--- config.mk ---
export PLATFORM = sky130hd
export DESIGN_NAME = rotary_encoder_decoder_core
export DESIGN_NICKNAME = d
export VERILOG_FILES = /design/src/hdl/rotenc_pkg.sv /design/src/hdl/rotenc_cfg_regs.sv /design/src/hdl/rotenc_step.sv /design/src/hdl/rotary_encoder_decoder_core.sv
export SDC_FILE = /design/constraint.sdc
export NUM_CORES = 1
export LEC_CHECK = 0
export CORE_MARGIN = 5
export CORE_UTILIZATION = 35
export CTS_BUF_LIST = sky130_fd_sc_hd__clkbuf_8
export DETAILED_ROUTE_END_ITERATION = 16
export DONT_BUFFER_PORTS = 1
export PLACE_DENSITY = 0.56
export REMOVE_ABC_BUFFERS = 1
export SKIP_CTS_REPAIR_TIMING = 1
export SLEW_MARGIN = 20
export SYNTH_ARGS = -nofsm -noshare
export SYNTH_HDL_FRONTEND = slang
export SYNTH_SLANG_ARGS = --single-unit
--- constraint.sdc ---
create_clock -name aclk -period 9.7 [get_ports aclk]
set_input_delay 0.97 -clock aclk [delete_from_list [all_inputs] [get_ports aclk]]
set_output_delay 0.97 -clock aclk [all_outputs]
set_load 0.1 [all_outputs]
--- src/hdl/rotenc_pkg.sv ---
// Shared types and constants of the rotary encoder decoder.
`timescale 1ns / 1ps

package rotenc_pkg;

    localparam int unsigned POS_W  = 16;
    localparam int unsigned WIN_W  = 16;
    localparam int unsigned TIME_W = 32;
    localparam int unsigned SRC_W  = 2;
    localparam int unsigned ADDR_W = 2;
    localparam int unsigned DATA_W = 16;

    // Event sources
    localparam logic [SRC_W-1:0] SRC_CHAN_A = 2'd0;
    localparam logic [SRC_W-1:0] SRC_SWITCH = 2'd1;

    // Configuration register indexes
    localparam logic [ADDR_W-1:0] REG_MIN_POS   = 2'd0;
    localparam logic [ADDR_W-1:0] REG_MAX_POS   = 2'd1;
    localparam logic [ADDR_W-1:0] REG_TURN_WIN  = 2'd2;
    localparam logic [ADDR_W-1:0] REG_PRESS_WIN = 2'd3;

    // Reset values
    localparam logic signed [POS_W-1:0] RST_MIN_POS   = 16'sd0;
    localparam logic signed [POS_W-1:0] RST_MAX_POS   = 16'sd180;
    localparam logic        [WIN_W-1:0] RST_TURN_WIN  = 16'd5;
    localparam logic        [WIN_W-1:0] RST_PRESS_WIN = 16'd200;
    localparam logic signed [POS_W-1:0] RST_COUNT     = 16'sd90;

    typedef struct packed {
        logic signed [POS_W-1:0] min_pos;
        logic signed [POS_W-1:0] max_pos;
        logic        [WIN_W-1:0] turn_win;
        logic        [WIN_W-1:0] press_win;
    } cfg_t;

    typedef struct packed {
        logic                    valid;
        logic signed [POS_W-1:0] value;
    } reload_t;

    typedef struct packed {
        logic [SRC_W-1:0]  source;
        logic              level_a;
        logic              level_b;
        logic              level_switch;
        logic [TIME_W-1:0] now_ms;
    } event_t;

    typedef struct packed {
        logic signed [POS_W-1:0] position;
        logic                    press_event;
    } result_t;

endpackage

--- src/hdl/rotenc_cfg_regs.sv ---
// Configuration registers and midpoint reload of the rotary encoder decoder.
`timescale 1ns / 1ps

module rotenc_cfg_regs (
    input  logic                          aclk,
    input  logic                          aresetn,
    input  logic                          cfg_wr_en,
    input  logic [rotenc_pkg::ADDR_W-1:0] cfg_addr,
    input  logic [rotenc_pkg::DATA_W-1:0] cfg_wr_data,
    output rotenc_pkg::cfg_t              cfg,
    output rotenc_pkg::reload_t           reload
);

    rotenc_pkg::cfg_t cfg_reg;
    rotenc_pkg::cfg_t cfg_next;
    logic signed [rotenc_pkg::POS_W:0] sum;
    logic signed [rotenc_pkg::POS_W:0] sum_adj;

    always_comb begin
        cfg_next = cfg_reg;
        if (cfg_wr_en) begin
            unique case (cfg_addr)
                rotenc_pkg::REG_MIN_POS:   cfg_next.min_pos   = cfg_wr_data;
                rotenc_pkg::REG_MAX_POS:   cfg_next.max_pos   = cfg_wr_data;
                rotenc_pkg::REG_TURN_WIN:  cfg_next.turn_win  = cfg_wr_data;
                rotenc_pkg::REG_PRESS_WIN: cfg_next.press_win = cfg_wr_data;
                default:                   cfg_next = cfg_reg;
            endcase
        end
    end

    // Midpoint of the new limits, truncated toward zero
    always_comb begin
        sum     = {cfg_next.min_pos[rotenc_pkg::POS_W-1], cfg_next.min_pos}
                + {cfg_next.max_pos[rotenc_pkg::POS_W-1], cfg_next.max_pos};
        sum_adj = sum + {{rotenc_pkg::POS_W{1'b0}}, sum[rotenc_pkg::POS_W]};
        reload.value = sum_adj[rotenc_pkg::POS_W:1];
        reload.valid = cfg_wr_en && ((cfg_addr == rotenc_pkg::REG_MIN_POS) ||
                                     (cfg_addr == rotenc_pkg::REG_MAX_POS));
    end

    always_ff @(posedge aclk) begin
        if (!aresetn) begin
            cfg_reg.min_pos   <= rotenc_pkg::RST_MIN_POS;
            cfg_reg.max_pos   <= rotenc_pkg::RST_MAX_POS;
            cfg_reg.turn_win  <= rotenc_pkg::RST_TURN_WIN;
            cfg_reg.press_win <= rotenc_pkg::RST_PRESS_WIN;
        end else begin
            cfg_reg <= cfg_next;
        end
    end

    assign cfg = cfg_reg;

endmodule

--- src/hdl/rotenc_step.sv ---
// Decoder state and per-event step logic of the rotary encoder decoder.
`timescale 1ns / 1ps

module rotenc_step (
    input  logic                aclk,
    input  logic                aresetn,
    input  rotenc_pkg::cfg_t    cfg,
    input  rotenc_pkg::reload_t reload,
    input  logic                advance,
    input  rotenc_pkg::event_t  item,
    output rotenc_pkg::result_t result
);

    logic signed [rotenc_pkg::POS_W-1:0]  count_reg, count_next;
    logic                                 prev_a_reg, prev_a_next;
    logic        [rotenc_pkg::TIME_W-1:0] last_step_reg, last_step_next;
    logic        [rotenc_pkg::TIME_W-1:0] last_press_reg, last_press_next;

    logic        [rotenc_pkg::TIME_W-1:0] step_elapsed, press_elapsed;
    logic signed [rotenc_pkg::POS_W:0]    stepped, sat_hi, sat_lo;
    logic                                 press;

    always_comb begin
        step_elapsed  = item.now_ms - last_step_reg;
        press_elapsed = item.now_ms - last_press_reg;

        stepped = (item.level_b != item.level_a)
                ? $signed({count_reg[rotenc_pkg::POS_W-1], count_reg}) + 17'sd1
                : $signed({count_reg[rotenc_pkg::POS_W-1], count_reg}) - 17'sd1;
        // Upper limit first, then lower; compare as signed values
        sat_hi = (stepped > $signed({cfg.max_pos[rotenc_pkg::POS_W-1], cfg.max_pos}))
               ? $signed({cfg.max_pos[rotenc_pkg::POS_W-1], cfg.max_pos}) : stepped;
        sat_lo = (sat_hi < $signed({cfg.min_pos[rotenc_pkg::POS_W-1], cfg.min_pos}))
               ? $signed({cfg.min_pos[rotenc_pkg::POS_W-1], cfg.min_pos}) : sat_hi;

        count_next      = count_reg;
        prev_a_next     = prev_a_reg;
        last_step_next  = last_step_reg;
        last_press_next = last_press_reg;
        press           = 1'b0;

        if (item.source == rotenc_pkg::SRC_CHAN_A) begin
            if (step_elapsed >= {{(rotenc_pkg::TIME_W-rotenc_pkg::WIN_W){1'b0}},
                                 cfg.turn_win}) begin
                if (prev_a_reg && !item.level_a) begin
                    count_next     = sat_lo[rotenc_pkg::POS_W-1:0];
                    last_step_next = item.now_ms;
                end
                prev_a_next = item.level_a;
            end
        end else if (item.source == rotenc_pkg::SRC_SWITCH) begin
            if (press_elapsed > {{(rotenc_pkg::TIME_W-rotenc_pkg::WIN_W){1'b0}},
                                 cfg.press_win}) begin
                press           = !item.level_switch;
                last_press_next = item.now_ms;
            end
        end

        result.position    = count_next;
        result.press_event = press;
    end

    always_ff @(posedge aclk) begin
        if (!aresetn) begin
            count_reg      <= rotenc_pkg::RST_COUNT;
            prev_a_reg     <= 1'b1;
            last_step_reg  <= '0;
            last_press_reg <= '0;
        end else if (reload.valid) begin
            count_reg <= reload.value;
        end else if (advance) begin
            count_reg      <= count_next;
            prev_a_reg     <= prev_a_next;
            last_step_reg  <= last_step_next;
            last_press_reg <= last_press_next;
        end
    end

endmodule

--- src/hdl/rotary_encoder_decoder_core.sv ---
// Top level of the rotary encoder decoder: request registers, step logic, result register.
`timescale 1ns / 1ps
// An accepted request passes through the input register and then the result register to the m_ side.
// Throughput: one request per cycle while the result slot is free or drained by m_tready; the step logic
// between the two registers updates the decoder state in the same cycle it forms the result, but not on a reload.
// Reset (aresetn low, synchronous): both stages empty, limits 0 and 180, windows
// 5 ms and 200 ms, position 90, last A high, both timestamps 0.
module rotary_encoder_decoder_core (
    input  logic                          aclk,
    input  logic                          aresetn,
    // Input requests
    input  logic                          s_tvalid,
    output logic                          s_tready,
    input  logic [39:0]                   s_tdata,  // level_a [0], level_b [1], level_switch [2], now_ms [34:3]
    input  logic [1:0]                    s_tuser,  // source
    // Results
    output logic                          m_tvalid,
    input  logic                          m_tready,
    output logic [15:0]                   m_tdata,  // position
    output logic                          m_tuser,  // press_event
    // Configuration writes
    input  logic                          cfg_wr_en,
    input  logic [rotenc_pkg::ADDR_W-1:0] cfg_addr,
    input  logic [rotenc_pkg::DATA_W-1:0] cfg_wr_data
);

    rotenc_pkg::cfg_t    cfg;
    rotenc_pkg::reload_t reload;

    // Input stage
    logic                in_valid_reg;
    rotenc_pkg::event_t  in_item_reg;

    // Result stage
    logic                out_valid_reg;
    rotenc_pkg::result_t out_result_reg;

    rotenc_pkg::result_t step_result;
    logic                advance;

    // Move the held request into the result register when that slot is free
    // or being drained this cycle; the state update rides on the same edge unless a limit write reloads the position.
    assign advance  = in_valid_reg && (!out_valid_reg || m_tready);
    // Take a new request whenever the input slot is empty or emptying.
    assign s_tready = !in_valid_reg || advance;

    rotenc_cfg_regs u_cfg (
        .aclk        (aclk),
        .aresetn     (aresetn),
        .cfg_wr_en   (cfg_wr_en),
        .cfg_addr    (cfg_addr),
        .cfg_wr_data (cfg_wr_data),
        .cfg         (cfg),
        .reload      (reload)
    );

    rotenc_step u_step (
        .aclk    (aclk),
        .aresetn (aresetn),
        .cfg     (cfg),
        .reload  (reload),
        .advance (advance),
        .item    (in_item_reg),
        .result  (step_result)
    );

    // Control of both stages
    always_ff @(posedge aclk) begin
        if (!aresetn) begin
            in_valid_reg  <= 1'b0;
            out_valid_reg <= 1'b0;
        end else begin
            if (s_tready) begin
                in_valid_reg <= s_tvalid;
            end
            if (advance) begin
                out_valid_reg <= 1'b1;
            end else if (m_tready) begin
                out_valid_reg <= 1'b0;
            end
        end
    end

    // Payload: capture the request fields, hold the result until taken
    always_ff @(posedge aclk) begin
        if (s_tready && s_tvalid) begin
            in_item_reg.source       <= s_tuser;
            in_item_reg.level_a      <= s_tdata[0];
            in_item_reg.level_b      <= s_tdata[1];
            in_item_reg.level_switch <= s_tdata[2];
            in_item_reg.now_ms       <= s_tdata[34:3];
        end
        if (advance) begin
            out_result_reg <= step_result;
        end
    end

    assign m_tvalid = out_valid_reg;
    assign m_tdata  = out_result_reg.position;
    assign m_tuser  = out_result_reg.press_event;

endmodule

Word-level counts from Yosys, hierarchy flattened

Cells that the tools add are included.

Add/sub/neg operators: 6
Magnitude comparators: 4
Eq/ne operators: 5
Multiplexer cells: 15
Bitwise gates (word level): 4
Reduce and logical (&&, ||, !) cells: 21

Operators by type and width:

| operator                | count |
|---|---|
| $mux W16                | 10 |
| $mux W64                | 1 |
| $sub A32 B32 Y32        | 2 |
| $mux W17                | 2 |
| $ge A32 B16 Y1          | 1 |
| $gt A32 B16 Y1          | 1 |
| $add A16 B16 Y17        | 1 |
| $add A16 B2 Y17 const B | 1 |
| $add A17 B1 Y17         | 1 |
| $gt A17 B16 Y1          | 1 |
| $lt A17 B16 Y1          | 1 |
| $sub A16 B2 Y17 const B | 1 |
| $reduce_and A5 Y1       | 2 |
| $eq A2 B1 Y1 const B    | 2 |
| $eq A2 B2 Y1 const B    | 2 |
| $logic_and A1 B1 Y1     | 4 |
| $logic_not A1 Y1        | 4 |
| $logic_not A2 Y1        | 2 |
| $not A1 Y1              | 4 |
| $reduce_and A2 Y1       | 2 |
| $reduce_and A4 Y1       | 1 |
| $reduce_bool A2 Y1      | 2 |
| $logic_or A1 B1 Y1      | 3 |
| $reduce_or A3 Y1        | 1 |
| other kinds (2)         | 3 |

Register bits: 201
Input bits: 65
Output and inout port bits: 19
Logic and storage cells: 72

Logic depth before layout (Yosys ltp)

Depth after elaboration: 11
Mapped depth: 35
Gate-level depth less buffers: 30

Modules after synthesis

A second synthesis with hierarchy kept.

Cell total of the unflattened synthesis: 1816
Area total of the unflattened synthesis: 15407.3 um^2

By module, submodules not included:

| module                      | instances | cells each | area an instance (um^2) | sequential area each (um^2) |
|---|---|---|---|---|
| rotenc_step                 | 1         | 1319       | 9964.6                  | 1621.6 |
| rotenc_cfg_regs             | 1         | 434        | 3717.3                  | 1281.2 |
| rotary_encoder_decoder_core | 1         | 63         | 1725.4                  | 1661.6 |

Worst setup path before layout

No wires, ideal clock.

Kind: register to register
Start point: register in_item_reg[34] (netlist bit)
End point: register out_result_reg, in the netlist m_tdata[14], data pin
Setup time: 0.260 ns
Data arrival time: 7.026 ns
Data required time: 9.440 ns
Slack: 2.414 ns
Cell stages (with the launch flop): 30
Path buffers: 5
Period minus slack after synthesis: 7.286 ns
Cell sequence: edfxtp_1 xor2_1 clkbuf_1 clkbuf_1 xnor2_1 ha_1 clkbuf_1 or4_1 nor4_1 a41oi_1 xnor2_1 ha_1 nand3_1 nor3_1 a21oi_1 nor2_2 clkbuf_1 mux2_2 ha_1 a21o_1 a21oi_1 a2bb2oi_1 a21oi_1 nor2_1 o21a_1 a221o_1 a31oi_1 clkbuf_1 mux2_2 mux2_2

RTL lines:

| item                   | RTL line                          | source |
|---|---|---|
| start: declaration     | rotary_encoder_decoder_core.sv:32 | `rotenc_pkg::event_t in_item_reg;` |
| end signal: assignment | rotary_encoder_decoder_core.sv:94 | `out_result_reg <= step_result;` |
| end: declaration       | rotary_encoder_decoder_core.sv:36 | `rotenc_pkg::result_t out_result_reg;` |

==> flow_summary.ini <==
[setup_path]
crit_path_end_kind = flip-flop
cp_slowest_cell = nor2_2
crit_family = simple AND/OR/NAND/NOR gates
crit_required_ns = 10.04
cp_num_buf_inv = 2
cp-start-kind = flip-flop
worst_ep_arrival_time_ns = 7.96
path_max_fanout = 21
crit_type = flip-flop to flip-flop
critPathMaxStageDelay_ns = 0.78

[cells_and_area]
largest_reg_flops = 64
syn2layout_area_growth_pct = 8.19
final_layout_size_suffix_gt1_share_pct = 9.11
final_util_pct = 38.4
fin_nets = 1962
fillers = 4297

[sta]
layout_min_cycle_time_ns = 7.62
timing_hold_violations_final = 0
whs_ns = 0.453
drv_slew = 0
setup_violations = 0
worst_pin_slew_ns = 1.02
setup_ws_ns = 2.08
rsz0062_at_grt = false
relSlewSlack_pct = 32.0
finClkSkew_ns = 0.0226
fin_crit_sh_pct = 78.6
tns_ns = 0
fmax_ghz = 0.131

[global_routing]
grt.total_usage_pct = 17.4
grt_overflow = 0
antenna_found_initial = 1
grt_pass1_vias = 12100
grt_max_degree = 114
grt_pass1_wl_mm = 66.4

[synth]
yosysTopAreaCell = dfxtp_1
async_flop_share_pct = 0
synthCells = 1776
ys.flop_type = dfxtp_1
synthTopCellsByArea = dfxtp_1 20%, ha_1 12%, edfxtp_1 11%
seq_area_frac_synth_pct = 30.5
synth_seq_cells = 201
yosysMostFrequentCell = nand2_1
ys_top_cells_by_count = 221 x nand2_1, 151 x inv_1, 147 x dfxtp_1, 146 x ha_1, 144 x a21oi_1
ys_warn_count = 0
yosys.area.top_type_share_pct = 19.7
syn_area_sq_um = 15000
synth_edf_count = 54
yosysUniqueCellTypes = 80
syn_avg_cell_area_sq_um = 8.43

[detailed_routing]
viasPerCell = 5.35
drc = 0
wl_met3_mm = 2.53
num_vias = 12400
routed_wl_mm = 41.9
post_drt_wl_per_cell_microns = 18.1
wl_met1_mm = 18.8
first_pass_iters = 6
drt-initial-drc-count = 776
final_antenna_net_count = 0
highest_layer = met4
wl_met2_mm = 19.1

[clocking]
clock_latency_ns = 0.59
root_buffer = clkbuf_8
tritoncts = done
clock-sinks = 201
cts.path.max_buffers = 3
clkTransAtPathRegs_ns = 0.06
cts_made_buffers = 41
htreeDepth = 2

[placement]
dp_slack_ns = 2.02
gp_congestion = 0.904
port-buffer-count = 0
hpwl_mm = 31.4

[floorplanning]
start_util_pct = 35.5
dieArea_sq_um = 47000
die_w_microns = 217
num_rows = 75
core_sq_um = 42100
io_pins = 84
die_h_microns = 217

[job]
cap_viol_max_count = 0

[worst_hold_path]
min_path_type = flip-flop to flip-flop

[pwr]
ir_drop_uv = 92.7
power_density_nw_per_um2 = 159
p_leak_uw = 0.00644

[outcome]
outcome = finished, final reports clean
## metrics by stage
step / area, sq um / std cells / power [uW]
2_1_floorplan: 14600 / 1695 / 1490
3_3_place_gp: 15400 / 2244 / 1670
3_5_place_dp: 15400 / 2244 / 1680
4_1_cts: 16200 / 2318 / 2620
5_1_grt: 16200 / 2318 / 2740
6_report: 16200 / 2319 / 2580
## layout make-up
cell class | instances | area [sq um] | share of cell area [%]
clock buffers | 48 | 661 | 4.08
repair buffers | 10 | 75.1 | 0.464
well taps | 539 | 674 | 4.17
flip-flops and latches | 201 | 4560 | 28.2
inverters | 153 | 574 | 3.55
diodes | 1 | 2.50 | 0.0155
multi-input cells | 1341 | 9470 | 58.5
clock inverters | 26 | 165 | 1.02
## layer usage
metal,global-route usage [%],vias to the layer above
li1,-,6272
met1,22.3,5763
met2,28.8,279
met3,4.17,91
met4,6.34,0
met5,0,-
## final timing paths
kind,startpoint,endpoint,slack [ns],cells after the start
setup / recovery,in_item_reg[34],m_tdata[1],2.08,26
hold / removal,u_cfg.cfg[13],u_cfg.cfg[13],0.45,2
setup reg to reg,in_item_reg[34],m_tdata[1],2.08,26
hold reg to reg,u_cfg.cfg[13],u_cfg.cfg[13],0.45,2
## worst register-to-register path, cell delays in order, from the launching register on
cell       delay, ns
edfxtp_1        0.42
xor2_1          0.17
buf_4           0.27
xnor2_1         0.11
ha_1            0.31
or4_1           0.60
nor4_1          0.21
a41oi_1         0.09
xnor2_1         0.18
ha_1            0.31
nand3_1         0.10
nor3_1          0.31
a21oi_1         0.13
nor2_2          0.78
mux2_2          0.45
ha_1            0.31
a21o_1          0.12
a21oi_1         0.06
a2bb2oi_1       0.14
a21oi_1         0.24
nor2_1          0.07
o21a_1          0.15
a221o_1         0.32
a31oi_2         0.54
buf_4           0.34
mux2_2          0.39
mux2_2          0.27
## cells in the final DEF (no fill, tap or decap), types with 42 or more instances in the layout
cell,n
inv_1,161
nand2_1,220
a21o_1,42
a21oi_1,144
edfxtp_1,54
dfxtp_1,147
clkbuf_8,48
nor2_1,107
o21ai_0,79
ha_1,146
mux2_2,59
xnor2_1,55
mux2i_1,81
## cell families after synthesis
group,count (synthesis),share of synthesized area (%)
xor gates and xnor gates,88,5.15
muxes,140,9.86
DFF,201,30.5
and+or+nand+nor,541,17.0
AOI/OAI and AO/OA,423,18.4
buffers and inverters,234,6.41
adders and majority gates,149,12.6
## where the power goes
group	internal, uW	total (uW)	leakage (uW)	switching, uW
Combinational	298	698	0.00426	400
Sequential	900	970	0.00171	69.7
Clock	504	912	0.000470	408
Note: power is estimated with default switching activity, not from simulation.
